File: src/design/teq_pkg.sv
`default_nettype none

package teq_pkg;

    localparam int QUEUE_DEPTH_DEF = 64;
    localparam int TIME_BITS_DEF   = 32;
    localparam int BLOCK_BITS_DEF  = 16;

    // most events released by one block request
    localparam int MAX_RESULTS = 64;

    localparam int STATUS_BITS = 8;
    localparam int DATA_BITS   = 7;
    localparam int BYTE_BITS   = STATUS_BITS + 2 * DATA_BITS;

    localparam logic CMD_APPEND = 1'b0;
    localparam logic CMD_BLOCK  = 1'b1;

endpackage

`default_nettype wire

File: src/design/teq_req_if.sv
`default_nettype none

interface teq_req_if
    import teq_pkg::*;
#(
    parameter int TIME_BITS  = TIME_BITS_DEF,
    parameter int BLOCK_BITS = BLOCK_BITS_DEF
);
    logic                   valid;
    logic                   ready;
    logic                   command;
    logic [TIME_BITS-1:0]   event_time;
    logic [STATUS_BITS-1:0] event_status;
    logic [DATA_BITS-1:0]   event_first_data;
    logic [DATA_BITS-1:0]   event_second_data;
    logic [TIME_BITS-1:0]   block_start;
    logic [BLOCK_BITS-1:0]  block_size;

    modport source (
        output valid, command, event_time, event_status, event_first_data,
               event_second_data, block_start, block_size,
        input  ready
    );

    modport sink (
        input  valid, command, event_time, event_status, event_first_data,
               event_second_data, block_start, block_size,
        output ready
    );
endinterface

`default_nettype wire

File: src/design/teq_rsp_if.sv
`default_nettype none

interface teq_rsp_if
    import teq_pkg::*;
#(
    parameter int BLOCK_BITS = BLOCK_BITS_DEF
);
    logic                   valid;
    logic                   ready;
    logic                   released;
    logic [STATUS_BITS-1:0] out_status;
    logic [DATA_BITS-1:0]   out_first_data;
    logic [DATA_BITS-1:0]   out_second_data;
    logic [BLOCK_BITS-1:0]  delta_frames;
    logic                   last;
    logic                   more_remaining;
    logic                   order_error;
    logic                   append_dropped;
    logic [31:0]            released_total;

    modport source (
        output valid, released, out_status, out_first_data, out_second_data,
               delta_frames, last, more_remaining, order_error, append_dropped,
               released_total,
        input  ready
    );

    modport sink (
        input  valid, released, out_status, out_first_data, out_second_data,
               delta_frames, last, more_remaining, order_error, append_dropped,
               released_total,
        output ready
    );
endinterface

`default_nettype wire

File: src/design/timestamped_event_release_queue_top.sv
// timestamp ordered event queue
// i_req carries one request: command 0 appends one event (time plus three
// midi bytes) at the tail, command 1 releases one block [block_start,
// block_start + block_size), the end saturating at the largest timestamp.
// o_rsp returns one result per released event, in queue order, with the
// offset from block_start; a request that releases nothing, and every
// append, gives a single result with released low. last marks the final
// result of a request, which also carries more_remaining, order_error
// (events older than the block start were dropped) and append_dropped.
// steps, from one accepted request to the next: an append passes through the
// finish state; a block request passes a read and a check state per entry
// examined, one more read state when the walk empties the queue or hits the
// release limit, then the finish state; each entry is one registered read of
// the event memory and one pass through the shared subtract and compare unit.
// one request is worked on at a time; i_req.ready is low until its final
// result sits in the output register.
// a released result is held one step until the walk knows whether it is
// the last; when o_rsp.ready is low the walk waits with it.
// reset empties the queue and clears the release count; no clearing pass.
`default_nettype none

module timestamped_event_release_queue_top
    import teq_pkg::*;
#(
    parameter int QUEUE_DEPTH = QUEUE_DEPTH_DEF,
    parameter int TIME_BITS   = TIME_BITS_DEF,
    parameter int BLOCK_BITS  = BLOCK_BITS_DEF
) (
    input  wire logic  i_clk,
    input  wire logic  i_rst_n,
    teq_req_if.sink    i_req,
    teq_rsp_if.source  o_rsp
);

    localparam int AW = (QUEUE_DEPTH > 1) ? $clog2(QUEUE_DEPTH) : 1;
    localparam int CW = $clog2(QUEUE_DEPTH + 1);
    localparam int NW = $clog2(MAX_RESULTS + 1);
    localparam int WW = TIME_BITS + BLOCK_BITS;

    typedef enum logic [1:0] {
        ST_IDLE,
        ST_READ,
        ST_CHECK,
        ST_FINISH
    } t_state;

    t_state r_state, n_state;

    logic [TIME_BITS-1:0] r_times [QUEUE_DEPTH];
    logic [BYTE_BITS-1:0] r_bytes [QUEUE_DEPTH];
    logic [TIME_BITS-1:0] r_rd_time;
    logic [BYTE_BITS-1:0] r_rd_bytes;

    logic [AW-1:0]         r_head, n_head, r_tail, n_tail;
    logic [CW-1:0]         r_count, n_count;
    logic [31:0]           r_total, n_total;
    logic [NW-1:0]         r_nrel, n_nrel;
    logic [TIME_BITS-1:0]  r_start, n_start;
    logic [BLOCK_BITS-1:0] r_span, n_span;
    logic                  r_oerr, n_oerr;
    logic                  r_adrop, n_adrop;
    // held release, waiting to learn whether it is the last one
    logic                  r_pv, n_pv;
    logic [BYTE_BITS-1:0]  r_pbytes, n_pbytes;
    logic [BLOCK_BITS-1:0] r_pdelta, n_pdelta;

    logic                  r_out_valid, n_out_valid;
    logic                  r_out_released, n_out_released;
    logic [BYTE_BITS-1:0]  r_out_bytes, n_out_bytes;
    logic [BLOCK_BITS-1:0] r_out_delta, n_out_delta;
    logic                  r_out_last, n_out_last;
    logic                  r_out_more, n_out_more;
    logic                  r_out_oerr, n_out_oerr;
    logic                  r_out_adrop, n_out_adrop;
    logic [31:0]           r_out_total, n_out_total;

    logic                  in_fire, out_free, full, do_write;
    logic [TIME_BITS:0]    diff;
    logic [WW-1:0]         diff_ext, room_ext, size_ext;
    logic                  stale, in_range;
    logic [AW-1:0]         head_next, tail_next;

    assign in_fire   = i_req.valid && (r_state == ST_IDLE);
    assign out_free  = !r_out_valid || o_rsp.ready;
    assign full      = (r_count == CW'(QUEUE_DEPTH));
    assign do_write  = in_fire && (i_req.command == CMD_APPEND) && !full;
    assign head_next = (r_head == AW'(QUEUE_DEPTH - 1)) ? '0 : r_head + 1'b1;
    assign tail_next = (r_tail == AW'(QUEUE_DEPTH - 1)) ? '0 : r_tail + 1'b1;

    // shared subtract and compare: offset from block start, borrow means stale
    assign diff     = {1'b0, r_rd_time} - {1'b0, r_start};
    assign stale    = diff[TIME_BITS];
    assign diff_ext = WW'(diff[TIME_BITS-1:0]);
    assign in_range = !stale && (diff_ext < WW'(r_span));

    // room left before the largest timestamp, for the saturated block end
    assign room_ext = {{BLOCK_BITS{1'b0}}, ~i_req.block_start};
    assign size_ext = WW'(i_req.block_size);

    always_comb begin
        n_state        = r_state;
        n_head         = r_head;
        n_tail         = r_tail;
        n_count        = r_count;
        n_total        = r_total;
        n_nrel         = r_nrel;
        n_start        = r_start;
        n_span         = r_span;
        n_oerr         = r_oerr;
        n_adrop        = r_adrop;
        n_pv           = r_pv;
        n_pbytes       = r_pbytes;
        n_pdelta       = r_pdelta;
        n_out_valid    = r_out_valid && !o_rsp.ready;
        n_out_released = r_out_released;
        n_out_bytes    = r_out_bytes;
        n_out_delta    = r_out_delta;
        n_out_last     = r_out_last;
        n_out_more     = r_out_more;
        n_out_oerr     = r_out_oerr;
        n_out_adrop    = r_out_adrop;
        n_out_total    = r_out_total;

        case (r_state)
            ST_IDLE: begin
                if (in_fire) begin
                    n_oerr = 1'b0;
                    n_pv   = 1'b0;
                    n_nrel = '0;
                    if (i_req.command == CMD_APPEND) begin
                        n_adrop = full;
                        if (!full) begin
                            n_tail  = tail_next;
                            n_count = r_count + 1'b1;
                        end
                        n_state = ST_FINISH;
                    end else begin
                        n_adrop = 1'b0;
                        n_start = i_req.block_start;
                        n_span  = (room_ext < size_ext) ?
                                  BLOCK_BITS'(room_ext) : i_req.block_size;
                        n_state = ST_READ;
                    end
                end
            end
            ST_READ: begin
                if (r_count == '0 || r_nrel == NW'(MAX_RESULTS)) begin
                    n_state = ST_FINISH;
                end else begin
                    n_state = ST_CHECK;
                end
            end
            ST_CHECK: begin
                if (stale) begin
                    n_oerr  = 1'b1;
                    n_head  = head_next;
                    n_count = r_count - 1'b1;
                    n_state = ST_READ;
                end else if (in_range) begin
                    if (!r_pv || out_free) begin
                        if (r_pv) begin
                            n_out_valid    = 1'b1;
                            n_out_released = 1'b1;
                            n_out_bytes    = r_pbytes;
                            n_out_delta    = r_pdelta;
                            n_out_last     = 1'b0;
                            n_out_more     = 1'b0;
                            n_out_oerr     = 1'b0;
                            n_out_adrop    = 1'b0;
                            n_out_total    = r_total;
                        end
                        n_pv     = 1'b1;
                        n_pbytes = r_rd_bytes;
                        n_pdelta = diff_ext[BLOCK_BITS-1:0];
                        n_total  = r_total + 1'b1;
                        n_nrel   = r_nrel + 1'b1;
                        n_head   = head_next;
                        n_count  = r_count - 1'b1;
                        n_state  = ST_READ;
                    end
                end else begin
                    n_state = ST_FINISH;
                end
            end
            ST_FINISH: begin
                if (out_free) begin
                    n_out_valid    = 1'b1;
                    n_out_released = r_pv;
                    n_out_bytes    = r_pv ? r_pbytes : '0;
                    n_out_delta    = r_pv ? r_pdelta : '0;
                    n_out_last     = 1'b1;
                    n_out_more     = (r_count != '0);
                    n_out_oerr     = r_oerr;
                    n_out_adrop    = r_adrop;
                    n_out_total    = r_total;
                    n_state        = ST_IDLE;
                end
            end
            default: begin
                n_state = ST_IDLE;
            end
        endcase
    end

    always_ff @(posedge i_clk) begin
        if (!i_rst_n) begin
            r_state     <= ST_IDLE;
            r_head      <= '0;
            r_tail      <= '0;
            r_count     <= '0;
            r_total     <= '0;
            r_nrel      <= '0;
            r_oerr      <= 1'b0;
            r_adrop     <= 1'b0;
            r_pv        <= 1'b0;
            r_out_valid <= 1'b0;
        end else begin
            r_state     <= n_state;
            r_head      <= n_head;
            r_tail      <= n_tail;
            r_count     <= n_count;
            r_total     <= n_total;
            r_nrel      <= n_nrel;
            r_oerr      <= n_oerr;
            r_adrop     <= n_adrop;
            r_pv        <= n_pv;
            r_out_valid <= n_out_valid;
        end
        r_start        <= n_start;
        r_span         <= n_span;
        r_pbytes       <= n_pbytes;
        r_pdelta       <= n_pdelta;
        r_out_released <= n_out_released;
        r_out_bytes    <= n_out_bytes;
        r_out_delta    <= n_out_delta;
        r_out_last     <= n_out_last;
        r_out_more     <= n_out_more;
        r_out_oerr     <= n_out_oerr;
        r_out_adrop    <= n_out_adrop;
        r_out_total    <= n_out_total;
    end

    // event memory: one write port at the tail, one registered read at the head
    always_ff @(posedge i_clk) begin
        if (do_write) begin
            r_times[r_tail] <= i_req.event_time;
            r_bytes[r_tail] <= {i_req.event_status, i_req.event_first_data,
                                i_req.event_second_data};
        end
        r_rd_time  <= r_times[r_head];
        r_rd_bytes <= r_bytes[r_head];
    end

    assign i_req.ready           = (r_state == ST_IDLE);
    assign o_rsp.valid           = r_out_valid;
    assign o_rsp.released        = r_out_released;
    assign o_rsp.out_status      = r_out_bytes[BYTE_BITS-1 -: STATUS_BITS];
    assign o_rsp.out_first_data  = r_out_bytes[2*DATA_BITS-1 -: DATA_BITS];
    assign o_rsp.out_second_data = r_out_bytes[DATA_BITS-1:0];
    assign o_rsp.delta_frames    = r_out_delta;
    assign o_rsp.last            = r_out_last;
    assign o_rsp.more_remaining  = r_out_more;
    assign o_rsp.order_error     = r_out_oerr;
    assign o_rsp.append_dropped  = r_out_adrop;
    assign o_rsp.released_total  = r_out_total;

endmodule

`default_nettype wire

File: src/flat_wrapper.sv
// flat-port wrapper written by rule: the top's interface ports become plain ports
module timestamped_event_release_queue_top_flat import teq_pkg::*;
#(
    parameter int QUEUE_DEPTH = QUEUE_DEPTH_DEF,
    parameter int TIME_BITS   = TIME_BITS_DEF,
    parameter int BLOCK_BITS  = BLOCK_BITS_DEF
)
  (i_clk, i_rst_n, i_req_valid, i_req_command, i_req_event_time, i_req_event_status, i_req_event_first_data, i_req_event_second_data, i_req_block_start, i_req_block_size, i_req_ready, o_rsp_valid, o_rsp_released, o_rsp_out_status, o_rsp_out_first_data, o_rsp_out_second_data, o_rsp_delta_frames, o_rsp_last, o_rsp_more_remaining, o_rsp_order_error, o_rsp_append_dropped, o_rsp_released_total, o_rsp_ready);
  teq_req_if #(.TIME_BITS(TIME_BITS), .BLOCK_BITS(BLOCK_BITS)) i_req_i ();
  teq_rsp_if #(.BLOCK_BITS(BLOCK_BITS)) o_rsp_i ();
  input  wire logic i_clk;
  input  wire logic i_rst_n;
  input wire logic [$bits(i_req_i.valid)-1:0] i_req_valid;
  input wire logic [$bits(i_req_i.command)-1:0] i_req_command;
  input wire logic [$bits(i_req_i.event_time)-1:0] i_req_event_time;
  input wire logic [$bits(i_req_i.event_status)-1:0] i_req_event_status;
  input wire logic [$bits(i_req_i.event_first_data)-1:0] i_req_event_first_data;
  input wire logic [$bits(i_req_i.event_second_data)-1:0] i_req_event_second_data;
  input wire logic [$bits(i_req_i.block_start)-1:0] i_req_block_start;
  input wire logic [$bits(i_req_i.block_size)-1:0] i_req_block_size;
  output wire logic [$bits(i_req_i.ready)-1:0] i_req_ready;
  output wire logic [$bits(o_rsp_i.valid)-1:0] o_rsp_valid;
  output wire logic [$bits(o_rsp_i.released)-1:0] o_rsp_released;
  output wire logic [$bits(o_rsp_i.out_status)-1:0] o_rsp_out_status;
  output wire logic [$bits(o_rsp_i.out_first_data)-1:0] o_rsp_out_first_data;
  output wire logic [$bits(o_rsp_i.out_second_data)-1:0] o_rsp_out_second_data;
  output wire logic [$bits(o_rsp_i.delta_frames)-1:0] o_rsp_delta_frames;
  output wire logic [$bits(o_rsp_i.last)-1:0] o_rsp_last;
  output wire logic [$bits(o_rsp_i.more_remaining)-1:0] o_rsp_more_remaining;
  output wire logic [$bits(o_rsp_i.order_error)-1:0] o_rsp_order_error;
  output wire logic [$bits(o_rsp_i.append_dropped)-1:0] o_rsp_append_dropped;
  output wire logic [$bits(o_rsp_i.released_total)-1:0] o_rsp_released_total;
  input wire logic [$bits(o_rsp_i.ready)-1:0] o_rsp_ready;
  assign i_req_i.valid = i_req_valid;
  assign i_req_i.command = i_req_command;
  assign i_req_i.event_time = i_req_event_time;
  assign i_req_i.event_status = i_req_event_status;
  assign i_req_i.event_first_data = i_req_event_first_data;
  assign i_req_i.event_second_data = i_req_event_second_data;
  assign i_req_i.block_start = i_req_block_start;
  assign i_req_i.block_size = i_req_block_size;
  assign i_req_ready = i_req_i.ready;
  assign o_rsp_valid = o_rsp_i.valid;
  assign o_rsp_released = o_rsp_i.released;
  assign o_rsp_out_status = o_rsp_i.out_status;
  assign o_rsp_out_first_data = o_rsp_i.out_first_data;
  assign o_rsp_out_second_data = o_rsp_i.out_second_data;
  assign o_rsp_delta_frames = o_rsp_i.delta_frames;
  assign o_rsp_last = o_rsp_i.last;
  assign o_rsp_more_remaining = o_rsp_i.more_remaining;
  assign o_rsp_order_error = o_rsp_i.order_error;
  assign o_rsp_append_dropped = o_rsp_i.append_dropped;
  assign o_rsp_released_total = o_rsp_i.released_total;
  assign o_rsp_i.ready = o_rsp_ready;
  timestamped_event_release_queue_top #(.QUEUE_DEPTH(QUEUE_DEPTH), .TIME_BITS(TIME_BITS), .BLOCK_BITS(BLOCK_BITS)) u_core (.i_clk(i_clk), .i_rst_n(i_rst_n), .i_req(i_req_i), .o_rsp(o_rsp_i));
endmodule
File: config.mk
export PLATFORM = sky130hd
export DESIGN_NAME = timestamped_event_release_queue_top_flat
export DESIGN_NICKNAME = d
export VERILOG_FILES = /design/src/design/teq_pkg.sv /design/src/design/teq_req_if.sv /design/src/design/teq_rsp_if.sv /design/src/design/timestamped_event_release_queue_top.sv /design/src/flat_wrapper.sv
export SDC_FILE = /design/constraint.sdc
export NUM_CORES = 2
export LEC_CHECK = 0
export BUFFER_PORTS_ARGS = -buffer_cell sky130_fd_sc_hd__buf_4
export CAP_MARGIN = 20
export CELL_PAD_IN_SITES_DETAIL_PLACEMENT = 0
export CELL_PAD_IN_SITES_GLOBAL_PLACEMENT = 1
export CORE_MARGIN = 1
export CORE_UTILIZATION = 45
export DETAILED_ROUTE_END_ITERATION = 16
export PLACE_DENSITY_LB_ADDON = 0.15
export REMOVE_ABC_BUFFERS = 1
export SLEW_MARGIN = 20
export SYNTH_ARGS = -nofsm -noshare
export SYNTH_HDL_FRONTEND = slang
export SYNTH_SLANG_ARGS = --single-unit
File: constraint.sdc
create_clock -name i_clk -period 18.4 [get_ports i_clk]
set_clock_uncertainty 0.1 [all_clocks]
set_input_delay 1.84 -clock i_clk [delete_from_list [all_inputs] [get_ports i_clk]]
set_output_delay 1.84 -clock i_clk [all_outputs]
set_load 0.005 [all_outputs]
# Word-level counts from Yosys, hierarchy flattened
# Memories as Yosys holds them, arrays and structs flattened. A register that Yosys moved wholly into a read port is not among the register bits.
# Index checks and enable logic that the tools add are counted.
# op_classes
n_lt_le_gt_ge	2
bitwise_logic	4
n_mux	80
addsub	7
eq_ne	19
n_reduce_logical	30
# op_table
op	n
$mux 32	5
$mux 22	6
$mux 16	7
$mux 7	10
$lt 32x16->1	2
$pmux 32 s2	1
$pmux 22 s2	1
$sub 32x32->33	1
$add 32x1->32 const B	1
$not 32->32	1
$pmux 16 s2	1
$mux 6	5
$pmux 7 s2	2
$mux 1	27
$pmux 1 s2	8
$add 7x1->7 const B	2
$eq 7x7->1 const B	2
$add 6x1->6 const B	2
$eq 6x6->1 const B	2
$mux 2	6
$ne 2x1->1 const B	6
$reduce_and 3->1	4
$reduce_and 6->1	2
$pmux 2 s4	1
17 further kinds	37
# totals
regBits	225
word_cells	166
output_inout_bits	77
ram_bits	3456
mem_count	2
inputBits	107
# mem_list
memory	words	width	rd	rd_clocked_by_memory_dff	wr	line	text
u_core.r_times	64	32	1	1	1	timestamped_event_release_queue_top.sv:49	logic [TIME_BITS-1:0] r_times [QUEUE_DEPTH];
u_core.r_bytes	64	22	1	1	1	timestamped_event_release_queue_top.sv:50	logic [BYTE_BITS-1:0] r_bytes [QUEUE_DEPTH];

# Longest topological paths before layout
# logic_depth
depth_word	7
ltp_mapped	23

# Worst setup path after synthesis
# OpenSTA, ideal clock, no wires.
# synth_path
path_type	reg-to-reg
startpoint	register u_core.r_rd_time[0] (read register of u_core.r_times)
endpoint	register u_core.r_out_adrop (netlist: u_core.o_rsp.append_dropped) (enable)
setup_ns	0.509
t_required_ns	17.791
arrival_time_ns	7.035
stages_incl_launch_ff	20
setup_slack_ns	10.756
n_path_buf	0
path_cell_list	dfxtp_1 -> inv_1 -> ha_1 -> inv_1 -> fa_1 -> a211oi_1 -> o211a_1 -> nor3_1 -> nor3_1 -> xnor2_1 -> ha_1 -> nand4_1 -> nor4b_1 -> or4_1 -> or4_1 -> a2111oi_4 -> and3_2 -> and2_1 -> a21oi_1 -> nor2_1
# synth_between
elab_chain_len	5
elab_cells_between_ends	7
cone_classes	add/sub: 1; order compare: 1; eq/ne: 2; reduce/logical: 3
# synth_rtl
element	line	text
start, declared	timestamped_event_release_queue_top.sv:51	logic [TIME_BITS-1:0] r_rd_time;
$sub 32x32->33	timestamped_event_release_queue_top.sv:91	assign diff = {1'b0, r_rd_time} - {1'b0, r_start};
net u_core.diff[14]	timestamped_event_release_queue_top.sv:78	logic [TIME_BITS:0] diff;
$lt 32x16->1	timestamped_event_release_queue_top.sv:94	assign in_range = !stale && (diff_ext < WW'(r_span));
$logic_and 1x1->1	timestamped_event_release_queue_top.sv:94	
$ne 2x1->1 (no line)	n/a	
$reduce_and 6->1 (no line)	n/a	
end signal, assigned	timestamped_event_release_queue_top.sv:239	r_out_adrop <= n_out_adrop;
end, declared	timestamped_event_release_queue_top.sv:74	logic r_out_adrop, n_out_adrop;
# The timed path passes the listed nets, and every way through them passes these cells.
# A chain may end at the register's enable or synchronous reset.

# Final worst setup path
# layout_path
startpoint	register u_core.r_rd_time[0] (read register of u_core.r_times)
endpoint	register u_core.r_pbytes[13] (enable)
# layout_between
elab_chain_len	4
elab_cells_between_ends	6
cone_classes	add/sub: 1; order compare: 1; bitwise: 1; reduce/logical: 3
# layout_rtl
element	line	text
$sub 32x32->33	timestamped_event_release_queue_top.sv:91	
net u_core.diff[14]	timestamped_event_release_queue_top.sv:78	
$lt 32x16->1	timestamped_event_release_queue_top.sv:94	
$logic_and 1x1->1	timestamped_event_release_queue_top.sv:94	
$reduce_and 4->1 (no line)	n/a	
end signal, assigned	timestamped_event_release_queue_top.sv:231	r_pbytes <= n_pbytes;
end, declared	timestamped_event_release_queue_top.sv:64	logic [BYTE_BITS-1:0] r_pbytes, n_pbytes;
# The timed path passes the listed nets, and every way through them passes these cells.

==> metrics <==
Worst path slowest cell=buf_4; cell taking the most area after synthesis=edfxtp_1; worst-margin pin slew=1.19 ns; # fillers=24403; cell count after synthesis=6113; Worst EP arrival=7.06 ns; flop-to-flop setup slack=11.78 ns; Worst-path clk slew=0.06 ns; Boundary Pins=184; setup slack after layout=11.78 ns; Power Dens Cells=110 nW/um^2; Post-Route WL=385 mm; cell count along the critical path=19; dpl ws=11.65 ns; Critical Path Start=u_core.r_rd_time[0]$_DFF_P_; crit end category=flip-flop; syn_area_per_cell=23.5 um^2; layout cells sized above 1=0.309; Core Box Area=316000 um^2; wire per inst=34.9 um; Routed Antenna Nets=0; RSZ-0062 raised after global routing=no; Slew Limit Fails=0; fin cells=11013; postcts setup bufs=0; CTS tree=done; CTS Buf Count=386; Yosys cell types=71; port bufs=183; P&R area growth vs syn=13.6%; vias in the first global route=68577; initial core utilization=0.454; die span in y=567 um; CP Capture Point=u_core.r_pbytes[13]$_DFFE_PP_; fin nets=6718; post-synth top area share=0.757; DRT Pass-1 Iters=6; deepest clock path buffer count=4; DRC violation count after routing=0; worst min-delay path class=flip-flop to flip-flop; initial antenna violation count=24; first-pass GRT wire length=540 mm; run status=finished, final reports clean; grt ovf=0; Multi-input gate area=31400 um^2; FP Rows=206; period utilisation layout=0.360; vias per cell=6.13; GRT Resource Usage Total=0.240; hold depth=0; Leak=49.4 nW; width of the chip=567 um; Buf/Inv on CP=4; Fin. Hold Viols=0; Worst R2R End=u_core.r_pbytes[13]$_DFFE_PP_; kind of critical path=flip-flop to flip-flop; Final Cell Area=163000 um^2; total die area=321000 um^2; cells taking the most area after synthesis=edfxtp_1 76%, mux4_2 18%, dfxtp_1 1.6%; Post-CTS Hold Buffers=0; hold_ws=0.307 ns; fmax=151 MHz; initial DRC count=7418; critical path fanouts, max=65; CP delay by family, top=simple AND/OR/NAND/NOR gates; cell total after placement=10308; GP Congestion=0.814; vias=67455; dpl hpwl=209 mm; max_slew headroom=0.208; final count of negative-setup-slack endpoints=0; Seq/Total Area, Yosys=0.774; Max-Cap Viols=0; worst skew pair latency=0.95 ns; storage element area=111000 um^2; Worst setup SP type=flip-flop; Post-DP Area=151000 um^2; post-cts sizing count=0; R2R depth=19; crit path cell chain=inv_1 -> ha_1 -> inv_1 -> fa_1 -> a211oi_1 -> o211a_1 -> nor3_1 -> nor3_1 -> xnor2_1 -> ha_1 -> nand4_1 -> nor4b_1 -> or4_1 -> or4_1 -> a2111oi_4 -> nand4_2 -> or3_4 -> clkinv_2 -> buf_4; CTS H-tree depth=5; clock root cell=clkbuf_16; Clock Sinks=3735; number of flops mapped to enable cells by yosys=3617; largest net degree at the start of global routing=144; synth warn=0; minimum clock period=6.62 ns; Max VDD drop=0.0881 mV; most frequently used flop master after synthesis=edfxtp_1; WP data required=18.84 ns; critical path's largest stage delay=0.69 ns; Post-synth ARST share=0; number of synthesized register bits=3735; Mapped Area=143000 um^2; worst r2r src=u_core.r_rd_time[0]$_DFF_P_
## cells in the mapped netlist, types with 4 or more instances
library cell and count:
nand4_1 21, o41ai_1 11, nor4_2 4, clkbuf_1 228, or4_1 22, nand2_1 92, o21a_1 13, or3_1 7
edfxtp_1 3617, and2_1 43, o31ai_1 21, inv_1 106, nand3_1 41, o21ai_1 4, nand2b_1 16, or2_2 4
a211oi_1 12, mux4_2 1134, o311ai_0 4, mux2i_1 15, xor2_1 15, o21bai_1 5, xnor2_1 15, a22oi_1 4
nor2_1 133, nor4_1 11, dfxtp_1 118, buf_1 67, a21oi_1 105, nand3b_1 7, buf_2 5, nor3_1 9
nor2b_1 5, a21o_1 12, o211ai_1 7, ha_1 72, o21ai_0 44, and3_1 12, o2111ai_1 7, a31oi_1 5
## power breakdown
part,total (mW),internal (mW),switching (mW)
combinational,0.911,0.391,0.520
sequential,9.40,9.37,0.0295
clock,7.66,4.39,3.27
total,18.0,14.2,3.82
## logic make-up after synthesis
group | Yosys count | synth area share
XOR/XNOR | 30 | 0.00183
AO/OA/AOI/OAI | 275 | 0.0122
adder cells (fa/ha/maj) | 74 | 0.00656
flip-flops | 3735 | 0.774
AND/OR/NAND/NOR | 438 | 0.0154
buffers and inverters | 412 | 0.0111
multiplexers | 1149 | 0.179
## worst register-to-register path: stages, from the launching register on
cell,delay [ns]
dfxtp_1,0.30
inv_1,0.05
ha_1,0.16
inv_1,0.06
fa_1,0.42
a211oi_1,0.38
o211a_1,0.26
nor3_1,0.09
nor3_1,0.24
xnor2_1,0.20
ha_1,0.30
nand4_1,0.13
nor4b_1,0.10
or4_1,0.47
or4_1,0.55
a2111oi_4,0.36
nand4_2,0.18
or3_4,0.62
clkinv_2,0.40
buf_4,0.70
## how the worst min path moves through the flow
| stage | startpoint | to |
|---|---|---|
| floorplan | u_core.r_rd_bytes[0]$_DFF_P_ | u_core.r_pbytes[0]$_DFFE_PP_ |
| global placement | u_core.r_rd_bytes[6]$_DFF_P_ | u_core.r_pbytes[6]$_DFFE_PP_ |
| detailed placement | u_core.r_rd_bytes[19]$_DFF_P_ | u_core.r_pbytes[19]$_DFFE_PP_ |
| CTS | u_core.r_rd_bytes[6]$_DFF_P_ | u_core.r_pbytes[6]$_DFFE_PP_ |
| global route | u_core.r_rd_bytes[19]$_DFF_P_ | u_core.r_pbytes[19]$_DFFE_PP_ |
| finish | u_core.r_rd_bytes[6]$_DFF_P_ | u_core.r_pbytes[6]$_DFFE_PP_ |
## layout make-up
cell class / instances / share of cell area
multi-input cells: 1966 / 0.193
flip-flops and latches: 3735 / 0.681
clock inverters: 214 / 0.0125
inverters: 107 / 0.00247
diodes: 4 / 0.0000614
repair buffers: 341 / 0.0162
clock buffers: 486 / 0.0630
well taps: 4160 / 0.0319
## stage by stage
step | utilization | power [mW] | setup TNS, ns
after CTS | 0.516 | 18.1 | 0
after global routing | 0.516 | 18.5 | 0
after detailed placement | 0.477 | 10.5 | 0
after global placement | 0.477 | 10.5 | 0
final | 0.516 | 18.0 | 0
after floorplan | - | 10.9 | -1139.86
## flip-flops by register name (all words and copies together), names as in the netlist, 22 cells and up
name and flops:
u_core.r_bytes 1408, u_core.r_out_bytes 22, u_core.r_start 32, u_core.o_rsp.released_total 32
u_core.r_rd_bytes 22, u_core.r_total 32, u_core.r_pbytes 22, u_core.r_times 2048
u_core.r_rd_time 32
## layout by cell type (no fill, tap or decap), drive strengths merged, types with 13 or more instances in the layout
master    Yosys  layout
edfxtp     3617    3617
mux4       1134    1134
clkbuf      228     486
buf          77     341
clkinv        1     156
nor2        133     133
dfxtp       118     118
inv         106     118
a21oi       106     106
nand2        92      92
ha           72      72
o21ai        48      48
and2         43      43
nand3        41      41
bufinv        0      31
or4          23      23
nand4        22      22
o31ai        21      21
clkinvlp      0      16
nand2b       16      16
xnor2        15      15
mux2i        15      15
xor2         15      15
nor4         15      15
o21a         13      13
and3         13      13
## layer usage
| metal | track usage | routed length [um] | vias up |
|---|---|---|---|
| met1 | 0.342 | 159000 | 37253 |
| li1 | - | - | 27059 |
| met3 | 0.0390 | 28500 | 429 |
| met4 | 0.0481 | 7140 | 12 |
| met2 | 0.393 | 190000 | 2702 |
| met5 | 0 | 73 | - |
Note: power is estimated with default switching activity, not from simulation.
